File: config.mk
export PLATFORM = sky130hd
export DESIGN_NAME = ryuv_queue
export DESIGN_NICKNAME = d
export VERILOG_FILES = /design/src/hdl/ryuv_pkg.sv /design/src/hdl/ryuv_queue.sv
export SDC_FILE = /design/constraint.sdc
export NUM_CORES = 1
export LEC_CHECK = 0
export BUFFER_PORTS_ARGS = -buffer_cell sky130_fd_sc_hd__buf_4
export CELL_PAD_IN_SITES_DETAIL_PLACEMENT = 1
export CELL_PAD_IN_SITES_GLOBAL_PLACEMENT = 1
export CORE_MARGIN = 8
export CORE_UTILIZATION = 25
export CTS_CLUSTER_SIZE = 14
export DETAILED_ROUTE_END_ITERATION = 10
export GPL_ROUTABILITY_DRIVEN = 0
export HOLD_SLACK_MARGIN = 0.15
export PLACE_DENSITY = 0.41
export SETUP_SLACK_MARGIN = 0.3
export SLEW_MARGIN = 20
export SYNTH_ARGS = -nofsm -noshare
export SYNTH_HDL_FRONTEND = slang
export SYNTH_SLANG_ARGS = --single-unit
File: constraint.sdc
create_clock -name clk -period 6.1 [get_ports clk]
set_input_delay 1.83 -clock clk [delete_from_list [all_inputs] [get_ports clk]]
set_output_delay 1.83 -clock clk [all_outputs]
set_load 0.05 [all_outputs]
File: src/hdl/ryuv_pkg.sv
// ----------------------------------------------------------------------------
// ryuv_pkg
// Shared types and constants of the RGB to YCbCr 4:2:0 converter.
// ----------------------------------------------------------------------------
package ryuv_pkg;

  localparam int MAX_WIDTH   = 1024;
  localparam int MAX_HEIGHT  = 4096;
  localparam int COL_W       = $clog2(MAX_WIDTH);
  localparam int ROW_W       = $clog2(MAX_HEIGHT);
  localparam int LINE_DEPTH  = MAX_WIDTH / 2;
  localparam int IDX_W       = $clog2(LINE_DEPTH);

  localparam int FW_W        = 11;
  localparam int FH_W        = 13;
  localparam int CFG_DATA_W  = 13;
  localparam int CFG_IDX_W   = 8;

  localparam logic [FW_W-1:0] FRAME_WIDTH_RESET  = 11'd992;
  localparam logic [FH_W-1:0] FRAME_HEIGHT_RESET = 13'd672;

  localparam logic [CFG_IDX_W-1:0] REG_FRAME_WIDTH  = 8'd0;
  localparam logic [CFG_IDX_W-1:0] REG_FRAME_HEIGHT = 8'd1;

  localparam int QUEUE_DEPTH = 4;
  localparam int QPTR_W      = $clog2(QUEUE_DEPTH);

  localparam int PSUM_W      = 9;
  localparam int ENTRY_W     = 3 * PSUM_W;

  // One classified pixel word from the front to the back
  typedef struct packed {
    logic [7:0]        red;
    logic [7:0]        green;
    logic [7:0]        blue;
    logic [PSUM_W-1:0] sum_red;
    logic [PSUM_W-1:0] sum_green;
    logic [PSUM_W-1:0] sum_blue;
    logic              pair;      // odd column: pair of pixels complete
    logic              odd_row;
    logic [IDX_W-1:0]  idx;
    logic              frame_end;
  } pix_word_t;

endpackage

File: src/hdl/ryuv_queue.sv
// ----------------------------------------------------------------------------
// ryuv_queue
// Short first-in first-out queue of classified pixel words.
// ----------------------------------------------------------------------------
module ryuv_queue import ryuv_pkg::*; (
  input  logic      clk,
  input  logic      rst_n,
  input  logic      push,
  input  pix_word_t push_word,
  input  logic      pop,
  output pix_word_t head_word,
  output logic      full,
  output logic      empty
);

  pix_word_t         slot_r [QUEUE_DEPTH];
  logic [QPTR_W-1:0] wr_ptr_r, rd_ptr_r;
  logic [QPTR_W:0]   count_r;

  assign full      = (count_r == (QPTR_W+1)'(QUEUE_DEPTH));
  assign empty     = (count_r == '0);
  assign head_word = slot_r[rd_ptr_r];

  always_ff @(posedge clk) begin
    if (push) begin
      slot_r[wr_ptr_r] <= push_word;
    end
  end

  always_ff @(posedge clk) begin
    if (!rst_n) begin
      wr_ptr_r <= '0;
      rd_ptr_r <= '0;
      count_r  <= '0;
    end else begin
      if (push) begin
        wr_ptr_r <= wr_ptr_r + 1'b1;
      end
      if (pop) begin
        rd_ptr_r <= rd_ptr_r + 1'b1;
      end
      if (push && !pop) begin
        count_r <= count_r + 1'b1;
      end else if (pop && !push) begin
        count_r <= count_r - 1'b1;
      end
    end
  end

endmodule

==> metrics.txt <==
status=finished, final reports clean; min Tclk post-route=around 4.4 ns; Crit path largest cell delay=0.75 ns; GRT Util Overall=roughly a tenth; power per cell area=366 nW/um^2; Max Clock Freq=228 MHz; EDFF count, synth=252; Leakage=4.01 nW; Max H-tree Level=1; first-pass GRT wire length=32000 um; CTS resizes=0; drt total wl=21500 um; Seq/Total Area, Yosys=a little over 80%; gr ovfl total=0; Ys Warns=0; vias in the first global route=between 5k and 6k; die area=45000 um^2; fillers=between 3k and 4k; Max-slew headroom=about half; RSZ-0062 raised after global routing=false; Mapped Cells=372; max-slew violation count=0; final hold violations=0; # rows=just over 70; Synth async-reset ratio=0%; initial antenna violation count=1; MaxCap Viol Count=0; largest net degree at the start of global routing=41; Seq cells post-synth=261; slowest cell on the critical path=dfxtp_4; crit path cell chain=buf_12, mux4_1, buf_4; clock insertion delay at the later pin of the skew report=0.54 ns; Worst-Margin Slew=around 0.75 ns; Crit path required time=~4.3 ns; DRT Pass-1 Iters=4; vias after detailed routing=roughly 4.3k; antenna cells=0; final setup violation count=0; layout cells sized above 1=44.1%; cts-stage hold buffer count=0; xor and xnor area share after synthesis=0.456%; antenna-violating nets left=0; Area Growth Syn to Fin=26.2%; Sw Share=25.3%; VDD IR max=201 uV; Final nets=601; CTS Buffer Depth=3; mux share of post-synthesis cell area=between 10% and 20%; core area=38300 um^2; worst hold path type=reg -> reg; Multi-input gate area=between 1500 and 2000 um^2; Combinational Power Share=14.3%; Crit. End Element=output pin; Synth Area in Adders=less than 1%; Die W=about 210 um; Fin Setup TNS=0 ns; starting density of the core=25.1%; Max FO, Critical Path=36; placed instance area=~11000 um^2; Clock transition at path regs=~0.06 ns; IO Port Bufs=131; critical path type=reg -> out; Synth Area in Simple Gates=0.951%; net switching power=between 0.001 and 0.0015 W; Internal Power=0.00332 W; Starting DRT DRC Count=around 140; Worst setup SP type=flop; Syn Std Cell Area=9610 um^2; register area=7750 um^2; Max Clock Skew=between 0.007 and 0.008 ns; Distinct cells, synth=22; Sinks on Clock Net=roughly 260; # IOs=~130; Synth Area in Compound Gates=0.130%; post-layout power=0.00444 W; routed wire length per instance=20.1 um; Avg Inst Size Synth=25.8 um^2; Sequential Power Share=47.3%; via-per-instance ratio=between 4 and 5; Num CTS Buffers=31; dpl hpwl=12800 um; number of remaining DRC errors=0; Die Y=between 200 and 250 um; post-route cell area=12100 um^2; Post-CTS Setup Inserts=0; final period utilization=71.7%; dominant register cell in the synthesized netlist=edfxtp_1; Clock Power Share=38.3%; Net Count, Synth=between 400 and 500; Clock Tree Root=clkbuf_16; CTS tree=yes; largest family of logic cells by synthesized area=multiplexers; Critical Path AT=2.55 ns
==> state kept, by name, summed over array words and instances, names as in the netlist, named ones only <==
register / cells
count_r: 3
slot_r: 252
rd_ptr_r: 2
wr_ptr_r: 2
==> through the flow <==
stage          setup WS, ns  util [%]  hold WS, ns  instances
2_1_floorplan          2.36         -        0.472        372
3_3_place_gp           2.16      29.1        0.487       1012
3_5_place_dp           2.17      29.2        0.556       1013
4_1_cts                1.56      31.7        0.569       1069
5_1_grt                1.49      31.7        0.613       1069
6_report               1.72      31.7        0.568       1069
==> synth_stat cells (2+ instances only) <==
cell type  instances  area (um^2)
edfxtp_1         252         7570
mux4_2            60         1350
and2_1             9         56.3
dfxtp_1            9          180
buf_12             6          120
buf_2              6         30.0
ha_1               5         62.6
inv_1              4         15.0
mux4_1             3         78.8
xor2_1             3         26.3
mux2i_1            2         20.0
nor2b_1            2         12.5
xnor2_1            2         17.5
==> placed cells by master (no fill, tap or decap), drive strengths merged <==
cell type / synthesis / routed
mux4: 63 / 63
nor2b: 2 / 2
nor3b: 1 / 1
edfxtp: 252 / 252
bufinv: 0 / 1
dfxtp: 9 / 9
inv: 4 / 4
xnor2: 2 / 2
and2: 9 / 9
or3: 1 / 1
clkinvlp: 0 / 2
a21boi: 1 / 1
mux2i: 2 / 2
clkbuf: 1 / 47
nand2: 1 / 1
fa: 1 / 1
xor2: 3 / 3
ha: 5 / 5
buf: 13 / 137
clkinv: 0 / 6
o21ai: 1 / 1
nor3: 1 / 1
==> worst max-delay path, delay by kind of cell (launching register included) <==
kind                   cells  cell delay [ns]
buffers and inverters      2             0.60
DFF                        1             0.75
muxes                      1             0.62
==> area by class of cell <==
type / instances / share of cell area (%)
inverter: 4 / 0.124
timing repair buffer: 137 / 8.75
tap: 518 / 5.35
multi-input combinational: 93 / 13.9
sequential: 261 / 64.0
clock inverter: 9 / 0.568
clock buffer: 47 / 7.31
==> path summary, 6_finish.rpt <==
path                                  end                startpoint  cells past startpoint  slack [ns]
setup reg to reg  slot_r[0][58]$_DFFE_PP_  wr_ptr_r[0]$_SDFFE_PN0P_                      4        3.99
hold reg to reg   count_r[2]$_SDFFE_PN0P_   count_r[2]$_SDFFE_PN0P_                      2        0.57
hold / removal    count_r[2]$_SDFFE_PN0P_   count_r[2]$_SDFFE_PN0P_                      2        0.57
setup / recovery            head_word[59]                      flop                      3        1.72
==> cell families (layout without fill, tap and decap cells) <==
logic type | after synthesis | after routing
simple gates | 15 | 15
flops | 261 | 261
buf+inv | 18 | 197
fa+ha+maj | 6 | 6
mux | 65 | 65
xor+xnor | 5 | 5
compound gates | 2 | 2
==> power by group through the flow <==
stage,sequential (W),clock [W],combinational [W]
finish,0.00210,0.00170,0.000635
global route,0.00211,0.00183,0.000676
CTS,0.00211,0.00177,0.000657
detailed placement,0.00214,0,0.000655
global placement,0.00215,0,0.000638
floorplan,0.00212,0,0.000455
==> per-layer routing <==
metal | GRT usage [%] | part of all wire (%)
met1 | 11.5 | 41
met2 | 16.3 | 51
met3 | 2.95 | 6.5
met4 | 3.02 | 1.9
met5 | 0 | 0.060
No activity file was read; power rests on OpenSTA's default activity.
