===== config.mk =====
export PLATFORM = sky130hd
export DESIGN_NAME = ryuv_front
export DESIGN_NICKNAME = d
export VERILOG_FILES = /design/src/hdl/ryuv_pkg.sv /design/src/hdl/ryuv_front.sv
export SDC_FILE = /design/constraint.sdc
export NUM_CORES = 1
export LEC_CHECK = 0
export BUFFER_PORTS_ARGS = -buffer_cell sky130_fd_sc_hd__buf_4
export CAP_MARGIN = 40
export CORE_AREA = 3 3 101 103
export DETAILED_ROUTE_END_ITERATION = 8
export DIE_AREA = 0 0 104 106
export PLACE_DENSITY = 0.76
export SLEW_MARGIN = 15
export SYNTH_ARGS = -nofsm -noshare
export SYNTH_HDL_FRONTEND = slang
export SYNTH_SLANG_ARGS = --single-unit

===== constraint.sdc =====
create_clock -name clk -period 2.91 [get_ports clk]
set_input_delay 0.582 -clock clk [delete_from_list [all_inputs] [get_ports clk]]
set_output_delay 0.582 -clock clk [all_outputs]
set_load 0.005 [all_outputs]

===== src/hdl/ryuv_pkg.sv =====
// ----------------------------------------------------------------------------
// ryuv_pkg
// Shared types and constants of the RGB to YCbCr 4:2:0 converter.
// ----------------------------------------------------------------------------
package ryuv_pkg;

  localparam int MAX_WIDTH   = 1024;
  localparam int MAX_HEIGHT  = 4096;
  localparam int COL_W       = $clog2(MAX_WIDTH);
  localparam int ROW_W       = $clog2(MAX_HEIGHT);
  localparam int LINE_DEPTH  = MAX_WIDTH / 2;
  localparam int IDX_W       = $clog2(LINE_DEPTH);

  localparam int FW_W        = 11;
  localparam int FH_W        = 13;
  localparam int CFG_DATA_W  = 13;
  localparam int CFG_IDX_W   = 8;

  localparam logic [FW_W-1:0] FRAME_WIDTH_RESET  = 11'd992;
  localparam logic [FH_W-1:0] FRAME_HEIGHT_RESET = 13'd672;

  localparam logic [CFG_IDX_W-1:0] REG_FRAME_WIDTH  = 8'd0;
  localparam logic [CFG_IDX_W-1:0] REG_FRAME_HEIGHT = 8'd1;

  localparam int QUEUE_DEPTH = 4;
  localparam int QPTR_W      = $clog2(QUEUE_DEPTH);

  localparam int PSUM_W      = 9;
  localparam int ENTRY_W     = 3 * PSUM_W;

  // One classified pixel word from the front to the back
  typedef struct packed {
    logic [7:0]        red;
    logic [7:0]        green;
    logic [7:0]        blue;
    logic [PSUM_W-1:0] sum_red;
    logic [PSUM_W-1:0] sum_green;
    logic [PSUM_W-1:0] sum_blue;
    logic              pair;      // odd column: pair of pixels complete
    logic              odd_row;
    logic [IDX_W-1:0]  idx;
    logic              frame_end;
  } pix_word_t;

endpackage


===== src/hdl/ryuv_front.sv =====
// ----------------------------------------------------------------------------
// ryuv_front
// Accepts pixels, tracks raster position and forms pair sums of each word.
// ----------------------------------------------------------------------------
module ryuv_front import ryuv_pkg::*; (
  input  logic                 clk,
  input  logic                 rst_n,
  input  logic                 in_valid,
  output logic                 in_ready,
  input  logic [7:0]           in_red,
  input  logic [7:0]           in_green,
  input  logic [7:0]           in_blue,
  input  logic                 cfg_valid,
  output logic                 cfg_ready,
  input  logic [CFG_IDX_W-1:0] cfg_index,
  input  logic [CFG_DATA_W-1:0] cfg_data,
  input  logic                 q_full,
  output logic                 push,
  output pix_word_t            push_word
);

  logic [FW_W-1:0]  frame_width_r;
  logic [FH_W-1:0]  frame_height_r;
  logic [COL_W-1:0] col_r, col_nxt;
  logic [ROW_W-1:0] row_r, row_nxt;
  logic [7:0]       prev_red_r, prev_green_r, prev_blue_r;
  logic [FW_W-1:0]  w_even;
  logic [FH_W-1:0]  h_even;
  logic [COL_W:0]   eff_w;
  logic [ROW_W:0]   eff_h;
  logic [COL_W:0]   col_inc;
  logic [ROW_W:0]   row_inc;
  logic             cfg_hit;

  assign cfg_ready = 1'b1;
  assign in_ready  = !q_full;
  assign push      = in_valid && in_ready;
  assign cfg_hit   = cfg_valid && (cfg_index == REG_FRAME_WIDTH ||
                                   cfg_index == REG_FRAME_HEIGHT);

  // Effective geometry: even, at least two, saturated to the maximum
  always_comb begin
    w_even = {frame_width_r[FW_W-1:1], 1'b0};
    h_even = {frame_height_r[FH_W-1:1], 1'b0};
    if (w_even == '0) begin
      eff_w = (COL_W+1)'(2);
    end else if (32'(w_even) > 32'(MAX_WIDTH)) begin
      eff_w = (COL_W+1)'(MAX_WIDTH);
    end else begin
      eff_w = (COL_W+1)'(w_even);
    end
    if (h_even == '0) begin
      eff_h = (ROW_W+1)'(2);
    end else if (32'(h_even) > 32'(MAX_HEIGHT)) begin
      eff_h = (ROW_W+1)'(MAX_HEIGHT);
    end else begin
      eff_h = (ROW_W+1)'(h_even);
    end
  end

  always_comb begin
    col_inc = {1'b0, col_r} + 1'b1;
    row_inc = {1'b0, row_r} + 1'b1;
    if (col_inc >= eff_w) begin
      col_nxt = '0;
      row_nxt = (row_inc >= eff_h) ? '0 : row_inc[ROW_W-1:0];
    end else begin
      col_nxt = col_inc[COL_W-1:0];
      row_nxt = row_r;
    end
  end

  always_comb begin
    push_word.red       = in_red;
    push_word.green     = in_green;
    push_word.blue      = in_blue;
    push_word.sum_red   = {1'b0, prev_red_r}   + {1'b0, in_red};
    push_word.sum_green = {1'b0, prev_green_r} + {1'b0, in_green};
    push_word.sum_blue  = {1'b0, prev_blue_r}  + {1'b0, in_blue};
    push_word.pair      = col_r[0];
    push_word.odd_row   = row_r[0];
    push_word.idx       = col_r[COL_W-1:1];
    push_word.frame_end = (col_inc == eff_w) && (row_inc == eff_h);
  end

  always_ff @(posedge clk) begin
    if (!rst_n) begin
      frame_width_r  <= FRAME_WIDTH_RESET;
      frame_height_r <= FRAME_HEIGHT_RESET;
      col_r          <= '0;
      row_r          <= '0;
      prev_red_r     <= '0;
      prev_green_r   <= '0;
      prev_blue_r    <= '0;
    end else begin
      if (cfg_hit) begin
        // a register write restarts the frame
        if (cfg_index == REG_FRAME_WIDTH) begin
          frame_width_r <= cfg_data[FW_W-1:0];
        end else begin
          frame_height_r <= cfg_data[FH_W-1:0];
        end
        col_r <= '0;
        row_r <= '0;
      end else if (push) begin
        col_r <= col_nxt;
        row_r <= row_nxt;
      end
      if (push) begin
        prev_red_r   <= in_red;
        prev_green_r <= in_green;
        prev_blue_r  <= in_blue;
      end
    end
  end

endmodule


==> reports/metrics.cfg, run 1 <==
[critical_path]
timing_worst_setup_path_type=reg2out
critical_path.slowest_cell=dfxtp_4
endpoint_kind=output pin
crit_top_cell=nand3_2
rrSetupSlack_ns=0.12
cpPeakStageDelay_ns=0.36
r2r-end=row_r[3]
crit_buf_inv=1
critical_path_required_ns=2.33
start_kind=register
r2r_cells=13
crit_arrival_ns=2.42
crit_chain=nand3_4 -> nor4_4 -> nand3_2 -> xnor2_2 -> ha_1 -> nand3_2 -> nor3_2 -> nand3_1 -> nor2_2 -> buf_4
crit_fanout=2
r2r-start=col_r[0]
path_delay_family=simple AND/OR/NAND/NOR gates

[synth]
yosysTopAreaCellShare=0.299
yosysMostFrequentCell=nand2_1
syn_avg_cell_area_sq_um=8.35
synthArstFlopShare=0
yosysTopAreaCell=dfxtp_1
synth_area_leaders=dfxtp_1 (30%), ha_1 (13%), nand2_1 (8.5%), xnor2_1 (5.8%), mux2i_1 (4.8%)
synth.yosys.warnings=0
netlist-cell-type-count=48
syn_nets=646
seq_area_frac_synth=0.299
ys_seq_elements=68
synthCells=545
synth_common_cells=nand2_1 (103), dfxtp_1 (68), ha_1 (48)
synth_edf_count=0
yosys_most_used_dff=dfxtp_1
netlist_area_sq_um=4550

[sta]
hold_viol_final=0
tightestPinTransition_ns=0.693
report.final.slew_viol_count=0
rsz0062_at_grt=true
worst_slack_ns=-0.0873
skew_ns=0.0109
setup_violations=1
max_freq_mhz=334
layout_min_cycle_time_ns=3.00
maxSlewHeadroom=0.538
fin_crit_sh=1.03

[detailed_routing]
finalWirelength_mm=10.9
wl_per_cell_um=13.7
ant_nets=0
via_count=4074
viasPerCell=5.12
first_iter_violations=160
post-route-drc-count=0
first_pass_iters=4

[global_routing]
antenna_found_initial=0
grt_max_degree=47
track_usage=0.195
grt-ovfl-total=0
grt_pass1_wl_mm=18.2
grt_pass1_vias=4041

[hold_path]
min-delay-start=cfg_data[5]
min_to=frame_height_r[5]
hold_depth=3
min-delay-path-class=in2reg

[outcome]
status=finished, violations left
violations=negative setup slack

[finish]
final_layout_size_suffix_gt1_frac=0.318
seq_area_sq_um=1390
area_growth_pct=31.0
multi_input_area_sq_um=3000
n_antenna_cell=0
layout.nets=762
final_cell_area_sq_um=5960
num-fill-cells=819

[clock_tree]
cts-root-buf=clkbuf_8
cts_sinks=68
h-tree-depth=3
cts_made_buffers=9
path_clk_slew_ns=0.08
cts_buffer_depth=2
tritoncts=done
clk-insertion-delay-late_ns=0.35

[power_and_ir_drop]
power.leakage_nw=2.79
cellPowerDensity_nw_per_um2=362
peakVddDrop_mv=0.271

[job]
cap_viol_max_count=0

[place]
placed_area_sq_um=5470
portBuffers=113
hpwl_mm=8.31
pre_cts_slack_ns=0.0160
place_congestion=0.854

[floorplan]
dieArea_sq_um=11000
rows=35
io_pins=116
die_height_um=106
die_w_um=104
initial_utilization=0.490
coreArea_sq_um=9280

## per-stage QoR
stage	hold slack [ns]	utilization	TNS, ns	cells	total power [mW]
4_1_cts	0.451	0.620	-0.0189	788	2.18
2_1_floorplan	0.447	-	0	545	1.20
3_5_place_dp	0.465	0.590	0	771	1.39
5_1_grt	0.457	0.642	-0.671	795	2.26
3_3_place_gp	0.454	0.590	0	771	1.38
6_report	0.459	0.642	-0.0873	795	2.16
## per-layer routing
metal,vias up,GRT usage,part of all wire
met5,-,0,0
met4,0,0.0665,0.016
met3,12,0.0316,0.039
met2,98,0.344,0.52
met1,1896,0.241,0.43
li1,2068,-,-
## layout by cell type (no fill, tap or decap), types with 8 or more instances in the layout
| cell | n |
|---|---|
| xnor2_1 | 27 |
| mux2i_1 | 22 |
| ha_1 | 46 |
| clkbuf_8 | 9 |
| a21boi_0 | 24 |
| a21oi_1 | 16 |
| nand3_1 | 9 |
| xor2_1 | 12 |
| nand2_1 | 102 |
| dfxtp_1 | 55 |
| a21o_1 | 8 |
| o21ai_0 | 14 |
| inv_1 | 23 |
| nor2b_1 | 18 |
| buf_4 | 147 |
| nor2_1 | 25 |
## worst reg2reg max path, delay by kind of cell (launching register included)
kind	cells	cell delay [ns]
compound gates	3	0.61
simple gates	5	0.84
fa+ha+maj	2	0.47
buf+inv	2	0.24
flops	1	0.38
xor+xnor	1	0.17
## where the power goes
group	total [mW]	switching, mW	internal (mW)	leakage, nW
logic	0.410	0.184	0.226	2.14
registers	0.959	0.0129	0.946	0.559
clock network	0.791	0.391	0.400	0.0958
total	2.16	0.588	1.57	2.79
## layout make-up
cell class | instances | area share
sequential | 68 | 0.234
clock inverter | 7 | 0.0128
clock buffer | 9 | 0.0208
inverter | 24 | 0.0151
tap | 129 | 0.0271
multi-input combinational | 410 | 0.503
timing repair buffer | 148 | 0.187
## cells by family (layout without fill, tap and decap cells)
group / after synthesis / after routing / synth area share
buf+inv: 67 / 188 / 0.0828
simple gates: 197 / 197 / 0.195
mux: 22 / 22 / 0.0484
fa+ha+maj: 51 / 51 / 0.145
compound gates: 97 / 97 / 0.147
flops: 68 / 68 / 0.299
xor+xnor: 42 / 42 / 0.0809
other cells: 1 / 1 / 0.000825
## worst max-delay path by stage
stage	start	end	slack [ns]	cells past startpoint
after floorplan	row_r[2]	row_r[8]	0.02	11
after global placement	col_r[1]	row_r[8]	0.11	12
after detailed placement	col_r[1]	row_r[8]	0.02	12
after CTS	row_r[0]	push_word[0]	-0.02	11
after global routing	row_r[1]	push_word[0]	-0.22	11
final	row_r[5]	push_word[0]	-0.09	10
## what timing repair did
item | in CTS | in global routing
resized for setup | 23 | 36
pin swaps | 9 | 15
hold buffers | 0 | 0
endpoints found under the setup margin | 3 | 19
buffers inserted | 1 | 7
## sequential cells by signal, indices dropped and copies added, names as in the netlist
signal and cells:
col_r 10, frame_height_r 12, frame_width_r 10, prev_blue_r 8, prev_green_r 8, prev_red_r 8, row_r 12
Note: power is estimated with default switching activity, not from simulation.
==> run 2, diff against run 1 <==
--- a/config.mk
+++ b/config.mk
@@ -10,2 +10,3 @@
 export CORE_AREA = 3 3 101 103
+export CTS_BUF_LIST = sky130_fd_sc_hd__clkbuf_16
 export DETAILED_ROUTE_END_ITERATION = 8
--- a/constraint.sdc
+++ b/constraint.sdc
@@ -3,2 +3,2 @@
 set_output_delay 0.582 -clock clk [all_outputs]
-set_load 0.005 [all_outputs]
+set_load 0.1 [all_outputs]
==> reports/metrics.cfg, run 2 (synthesized netlist as in run 1, its figures left out) <==
[sta]
report.final.slew_viol_count=0  ; unchanged
fin_crit_sh=1.05  ; was 1.03
rsz0062_at_grt=true  ; unchanged
hold_viol_final=0  ; unchanged
skew_ns=0.00382  ; was 0.0109 ns
maxSlewHeadroom=0.545  ; was 0.538
worst_slack_ns=-0.132  ; was -0.0873 ns
holdWs_ns=0.468  ; was 0.459 ns
tightestPinTransition_ns=0.682  ; was 0.693 ns
layout_min_cycle_time_ns=3.04  ; was 3.00 ns
max_freq_mhz=329  ; was 334 MHz
setup_violations=4  ; was 1

[floorplan]
die_w_um=104  ; unchanged
coreArea_sq_um=9280  ; unchanged
rows=35  ; unchanged
die_height_um=106  ; unchanged
dieArea_sq_um=11000  ; unchanged
initial_utilization=0.490  ; unchanged
io_pins=116  ; unchanged

[detailed_routing]
dr.max_layer_used=met4  ; unchanged
via_count=4292  ; was 4074
viasPerCell=5.20  ; was 5.12
post-route-drc-count=0  ; unchanged
ant_nets=0  ; unchanged
wl_per_cell_um=14.6  ; was 13.7 um
first_iter_violations=178  ; was 160
dr_wl_met2_mm=6.25  ; was 5.65 mm
met1Wirelength_mm=4.95  ; was 4.65 mm
met3_wirelength_um=584  ; was 426 um
finalWirelength_mm=12.0  ; was 10.9 mm
first_pass_iters=4  ; unchanged

[power_and_ir_drop]
peakVddDrop_mv=0.341  ; was 0.271 mV
total_power_mw=3.28  ; was 2.16 mW
cellPowerDensity_nw_per_um2=482  ; was 362 nW/um^2
power.leakage_nw=3.19  ; was 2.79 nW

[finish]
n_antenna_cell=0  ; unchanged
fin_util=0.733  ; was 0.642
num-fill-cells=680  ; was 819
final_cell_mix=buf_4 (163), nand2_1 (101), dfxtp_1 (51)  ; was buf_4 (147), nand2_1 (102), dfxtp_1 (55)
final_layout_size_suffix_gt1_frac=0.415  ; was 0.318
area_growth_pct=49.5  ; was 31.0%
final_common_cell=buf_4  ; unchanged
reg_top3=frame_height_r: 12 flops, row_r: 12 flops  ; unchanged
layout.nets=792  ; was 762

[place]
place_congestion=0.863  ; was 0.854
hpwl_mm=8.54  ; was 8.31 mm
portBuffers=113  ; unchanged

[global_routing]
grt_max_degree=47  ; unchanged
antenna_found_initial=0  ; unchanged
track_usage=0.210  ; was 0.195
grt_pass1_vias=4258  ; was 4041
grt_pass1_wl_mm=19.4  ; was 18.2 mm
grt-ovfl-total=0  ; unchanged

[critical_path]
start_kind=register  ; unchanged
crit_buf_inv=3  ; was 1
r2r_cells=16  ; was 13
crit_fanout=4  ; was 2
endpoint_kind=output pin  ; unchanged
crit_arrival_ns=2.46  ; was 2.42 ns
critical_path.slowest_cell=dfxtp_1  ; was dfxtp_4
rrSetupSlack_ns=-0.02  ; was 0.12 ns
critical_path_required_ns=2.33  ; about the same
path_delay_family=simple AND/OR/NAND/NOR gates  ; unchanged
crit_chain=nand2_2 -> buf_4 -> nor2_1 -> nand3_2 -> buf_4 -> xnor2_1 -> ha_1 -> nand2_2 -> nor3_4 -> nand3_2 -> nor2_4 -> buf_12  ; was nand3_4 -> nor4_4 -> nand3_2 -> xnor2_2 -> ha_1 -> nand3_2 -> nor3_2 -> nand3_1 -> nor2_2 -> buf_4
timing_worst_setup_path_type=reg2out  ; unchanged
cpPeakStageDelay_ns=0.36  ; about the same
r2r-start=row_r[7]  ; was col_r[0]
r2r-end=row_r[10]  ; was row_r[3]

[hold_path]
min-delay-path-class=reg2reg  ; was in2reg
min_to=prev_blue_r[6]  ; was frame_height_r[5]
min-delay-start=prev_blue_r[6]  ; was cfg_data[5]
hold_depth=2  ; was 3

[clock_tree]
clk-insertion-delay-late_ns=0.33  ; was 0.35 ns
cts-root-buf=clkbuf_16  ; was clkbuf_8
path_clk_slew_ns=0.06  ; was 0.08 ns
cts_made_buffers=9  ; unchanged
h-tree-depth=3  ; unchanged
cts_buffer_depth=2  ; unchanged
tritoncts=done  ; unchanged
cts_sinks=68  ; unchanged
ctsHoldBuffers=0  ; unchanged

[outcome]
status=finished, violations left  ; unchanged
violations=negative setup slack  ; unchanged

[job]
cap_viol_max_count=0  ; unchanged

## run 2: cell types whose count changed in the layout (fill, tap and decap cells not counted), moves of 7 or more
cell       change
clkbuf_16      +9
xnor2_1       -16
o21ai_0       -10
clkbuf_8       -9
buf_4         +16
buf_6          +7
xnor2_2       +12
## run 2: stage by stage
stage / setup WS [ns] / instances / instance area [sq um] / TNS [ns]
after detailed placement: -0.173 / 791 / 5910 / -0.695
final: -0.132 / 825 / 6800 / -0.194
after global routing: -0.297 / 825 / 6800 / -2.70
after CTS: -0.223 / 815 / 6480 / -0.286
after global placement: -0.105 / 791 / 5910 / -0.388
after floorplan: -0.270 / 545 / 4840 / -0.570
## run 2: layer usage
| metal | GRT usage | vias up |
|---|---|---|
| met3 | 0.0480 | 25 |
| met1 | 0.249 | 2024 |
| li1 | - | 2134 |
| met2 | 0.373 | 109 |
| met5 | 0 | - |
| met4 | 0.0750 | 0 |
## run 2: final cells by class
| class | instances | area (sq um) | area share |
|---|---|---|---|
| multi-input cells | 410 | 3360 | 0.494 |
| clock inverters | 7 | 115 | 0.0169 |
| well taps | 129 | 161 | 0.0237 |
| repair buffers | 178 | 1450 | 0.213 |
| inverters | 24 | 93.8 | 0.0138 |
| flip-flops and latches | 68 | 1400 | 0.205 |
| clock buffers | 9 | 225 | 0.0331 |
## run 2: worst max-delay path by stage
stage | start | to | depth (start not counted)
6_report | row_r[4] | push_word[0] | 12
5_1_grt | row_r[7] | push_word[0] | 11
4_1_cts | row_r[1] | push_word[0] | 11
3_5_place_dp | in_green[1] | push_word[28] | 9
3_3_place_gp | in_green[1] | push_word[28] | 9
2_1_floorplan | row_r[2] | push_word[0] | 10
## run 2: worst reg2reg max path: cells and delay by family (launching register included)
kind                       cells  cell delay (ns)
buffers and inverters          7             0.94
and+or+nand+nor                4             0.57
AOI/OAI and AO/OA              3             0.49
DFF                            1             0.35
adders and majority gates      1             0.33
xor gates and xnor gates       1             0.16
## run 2: power by group
group / internal, mW / total, mW / switching, mW
Sequential: 0.948 / 0.961 / 0.0132
Clock: 0.833 / 1.24 / 0.409
Combinational: 0.323 / 1.07 / 0.751
## run 2: timing repair
item | CTS | global route
setup buffers | 8 | 14
endpoints found under the hold margin | 0 | 0
resized for setup | 41 | 59
pin swaps | 17 | 32
setup endpoints to repair | 9 | 22
==> run 3, diff against run 2 <==
- CORE_AREA: 3 3 101 103 -> 2 2 99 101
- DIE_AREA: 0 0 104 106 -> 0 0 101 103
- PLACE_DENSITY: 0.76 -> 0.74
- clock period: 2.91 -> 2.9 ns (I/O delays scaled with it)
==> reports/metrics.cfg, run 3 (synthesized netlist as in run 1, its figures left out) <==
[outcome]
status=finished, violations left  ; unchanged
violations=negative setup slack  ; unchanged

[finish]
n_antenna_cell=0  ; unchanged
reg_top3=frame_height_r: 12 flops, row_r: 12 flops  ; unchanged
final_cell_area_sq_um=6690  ; was 6800 sq um
layout.nets=787  ; was 792
num-fill-cells=717  ; was 680
final_cell_mix=buf_4 (161), nand2_1 (102), dfxtp_1 (50)  ; was buf_4 (163), nand2_1 (101), dfxtp_1 (51)
area_growth_pct=47.1  ; was 49.5%
final_common_cell=buf_4  ; unchanged
final_layout_size_suffix_gt1_frac=0.405  ; was 0.415
fin_util=0.707  ; was 0.733

[clock_tree]
path_clk_slew_ns=0.06  ; about the same
tritoncts=done  ; unchanged
clk-insertion-delay-late_ns=0.33  ; about the same
ctsHoldBuffers=0  ; unchanged
cts_sinks=68  ; unchanged
cts-root-buf=clkbuf_16  ; unchanged
cts_made_buffers=9  ; unchanged
h-tree-depth=3  ; unchanged
cts_buffer_depth=2  ; unchanged

[global_routing]
grt_pass1_wl_mm=18.1  ; was 19.4 mm
grt_max_degree=47  ; unchanged
grt_pass1_vias=4099  ; was 4258
grt-ovfl-total=0  ; unchanged
track_usage=0.218  ; was 0.210
antenna_found_initial=0  ; unchanged

[sta]
worst_slack_ns=-0.160  ; was -0.132 ns
fin_crit_sh=1.06
hold_viol_final=0  ; unchanged
rsz0062_at_grt=true  ; unchanged
maxSlewHeadroom=0.533  ; was 0.545
tightestPinTransition_ns=0.701  ; was 0.682 ns
skew_ns=0.00502  ; was 0.00382 ns
setup_violations=1  ; was 4
report.final.slew_viol_count=0  ; unchanged
layout_min_cycle_time_ns=3.06
finalSetupTns_ns=-0.160  ; was -0.194 ns
max_freq_mhz=327
holdWs_ns=0.470  ; was 0.468 ns

[floorplan]
die_height_um=103  ; was 106 um
rows=36  ; was 35
io_pins=116  ; unchanged
coreArea_sq_um=9460  ; was 9280 sq um
die_w_um=101  ; was 104 um
initial_utilization=0.481  ; was 0.490
dieArea_sq_um=10400  ; was 11000 sq um

[critical_path]
critical_path_required_ns=2.32  ; was 2.33 ns
crit_arrival_ns=2.48  ; was 2.46 ns
timing_worst_setup_path_type=reg2out  ; unchanged
rrSetupSlack_ns=0.06  ; was -0.02 ns
r2r-start=col_r[0]  ; was row_r[7]
start_kind=register  ; unchanged
endpoint_kind=output pin  ; unchanged
crit_fanout=2  ; was 4
crit_start=row_r[6]  ; was row_r[4]

[detailed_routing]
finalWirelength_mm=11.3  ; was 12.0 mm
ant_nets=0  ; unchanged
viasPerCell=5.21  ; was 5.20
first_pass_iters=5  ; was 4
wl_per_cell_um=14.1  ; was 14.6 um
post-route-drc-count=0  ; unchanged
first_iter_violations=100  ; was 178
via_count=4191  ; was 4292

[place]
place_congestion=0.877  ; was 0.863
placed_area_sq_um=5900  ; was 5910 sq um
hpwl_mm=8.34  ; was 8.54 mm
portBuffers=113  ; unchanged

[hold_path]
min-delay-path-class=reg2reg  ; unchanged
min-delay-start=prev_red_r[7]  ; was prev_blue_r[6]

[job]
cap_viol_max_count=0  ; unchanged

[power_and_ir_drop]
peakVddDrop_mv=0.287  ; was 0.341 mV
power.leakage_nw=3.11  ; was 3.19 nW
total_power_mw=3.02  ; was 3.28 mW
cellPowerDensity_nw_per_um2=451  ; was 482 nW/um^2

run 3: cell types whose count changed in the layout (fill, tap and decap cells not counted), moves of 3 or more:
cell       delta
o21ai_0       +5
a21oi_2       -3
ha_4          +4
bufinv_16     -3
o21ai_1       -4
buf_6         -4
run 3: final cells by class:
class,instances,area (sq um),share of cell area
timing repair buffer,173,1400,0.210
tap,114,143,0.0213
sequential,68,1400,0.209
multi-input combinational,410,3380,0.506
clock buffer,9,225,0.0337
clock inverter,7,43.8,0.00655
inverter,24,93.8,0.0140
run 3: per-stage QoR:
stage / cells / setup WS (ns)
floorplan: 545 / -0.278
global placement: 776 / -0.192
detailed placement: 776 / -0.238
CTS: 794 / -0.233
global route: 805 / -0.298
finish: 805 / -0.160
run 3: timing repair:
item / CTS / global route
buffers inserted: 3 / 13
endpoints found under the setup margin: 11 / 22
gates resized for setup: 39 / 50
pin swaps: 17 / 27
run 3: final timing paths:
kind / to / depth (start not counted)
setup / recovery: push_word[0] / 11
hold / removal: prev_red_r[7] / 2
setup reg to reg: row_r[3] / 13
hold reg to reg: prev_red_r[7] / 2
run 3: report_power, final:
group	internal (mW)	switching, mW	total [mW]
Clock	0.572	0.398	0.970
Sequential	0.952	0.0140	0.966
Combinational	0.327	0.753	1.08
Total	1.85	1.17	3.02
run 3: routing by layer:
metal	track usage	vias up	wire length [um]
met4	0.0634	0	99
met3	0.0468	13	443
met1	0.252	1963	4900
li1	-	2119	-
met2	0.404	96	5870
met5	0	-	0
run 3: worst max-delay path, stage by stage, from the launching register on:
cell	delay [ns]
dfxtp_2	0.33
nand3_2	0.10
nor4_2	0.29
buf_4	0.17
nand3_4	0.09
xnor2_4	0.16
ha_4	0.29
nand3_4	0.07
nor3_4	0.21
nand3_2	0.10
nor2_4	0.13
buf_12	0.18
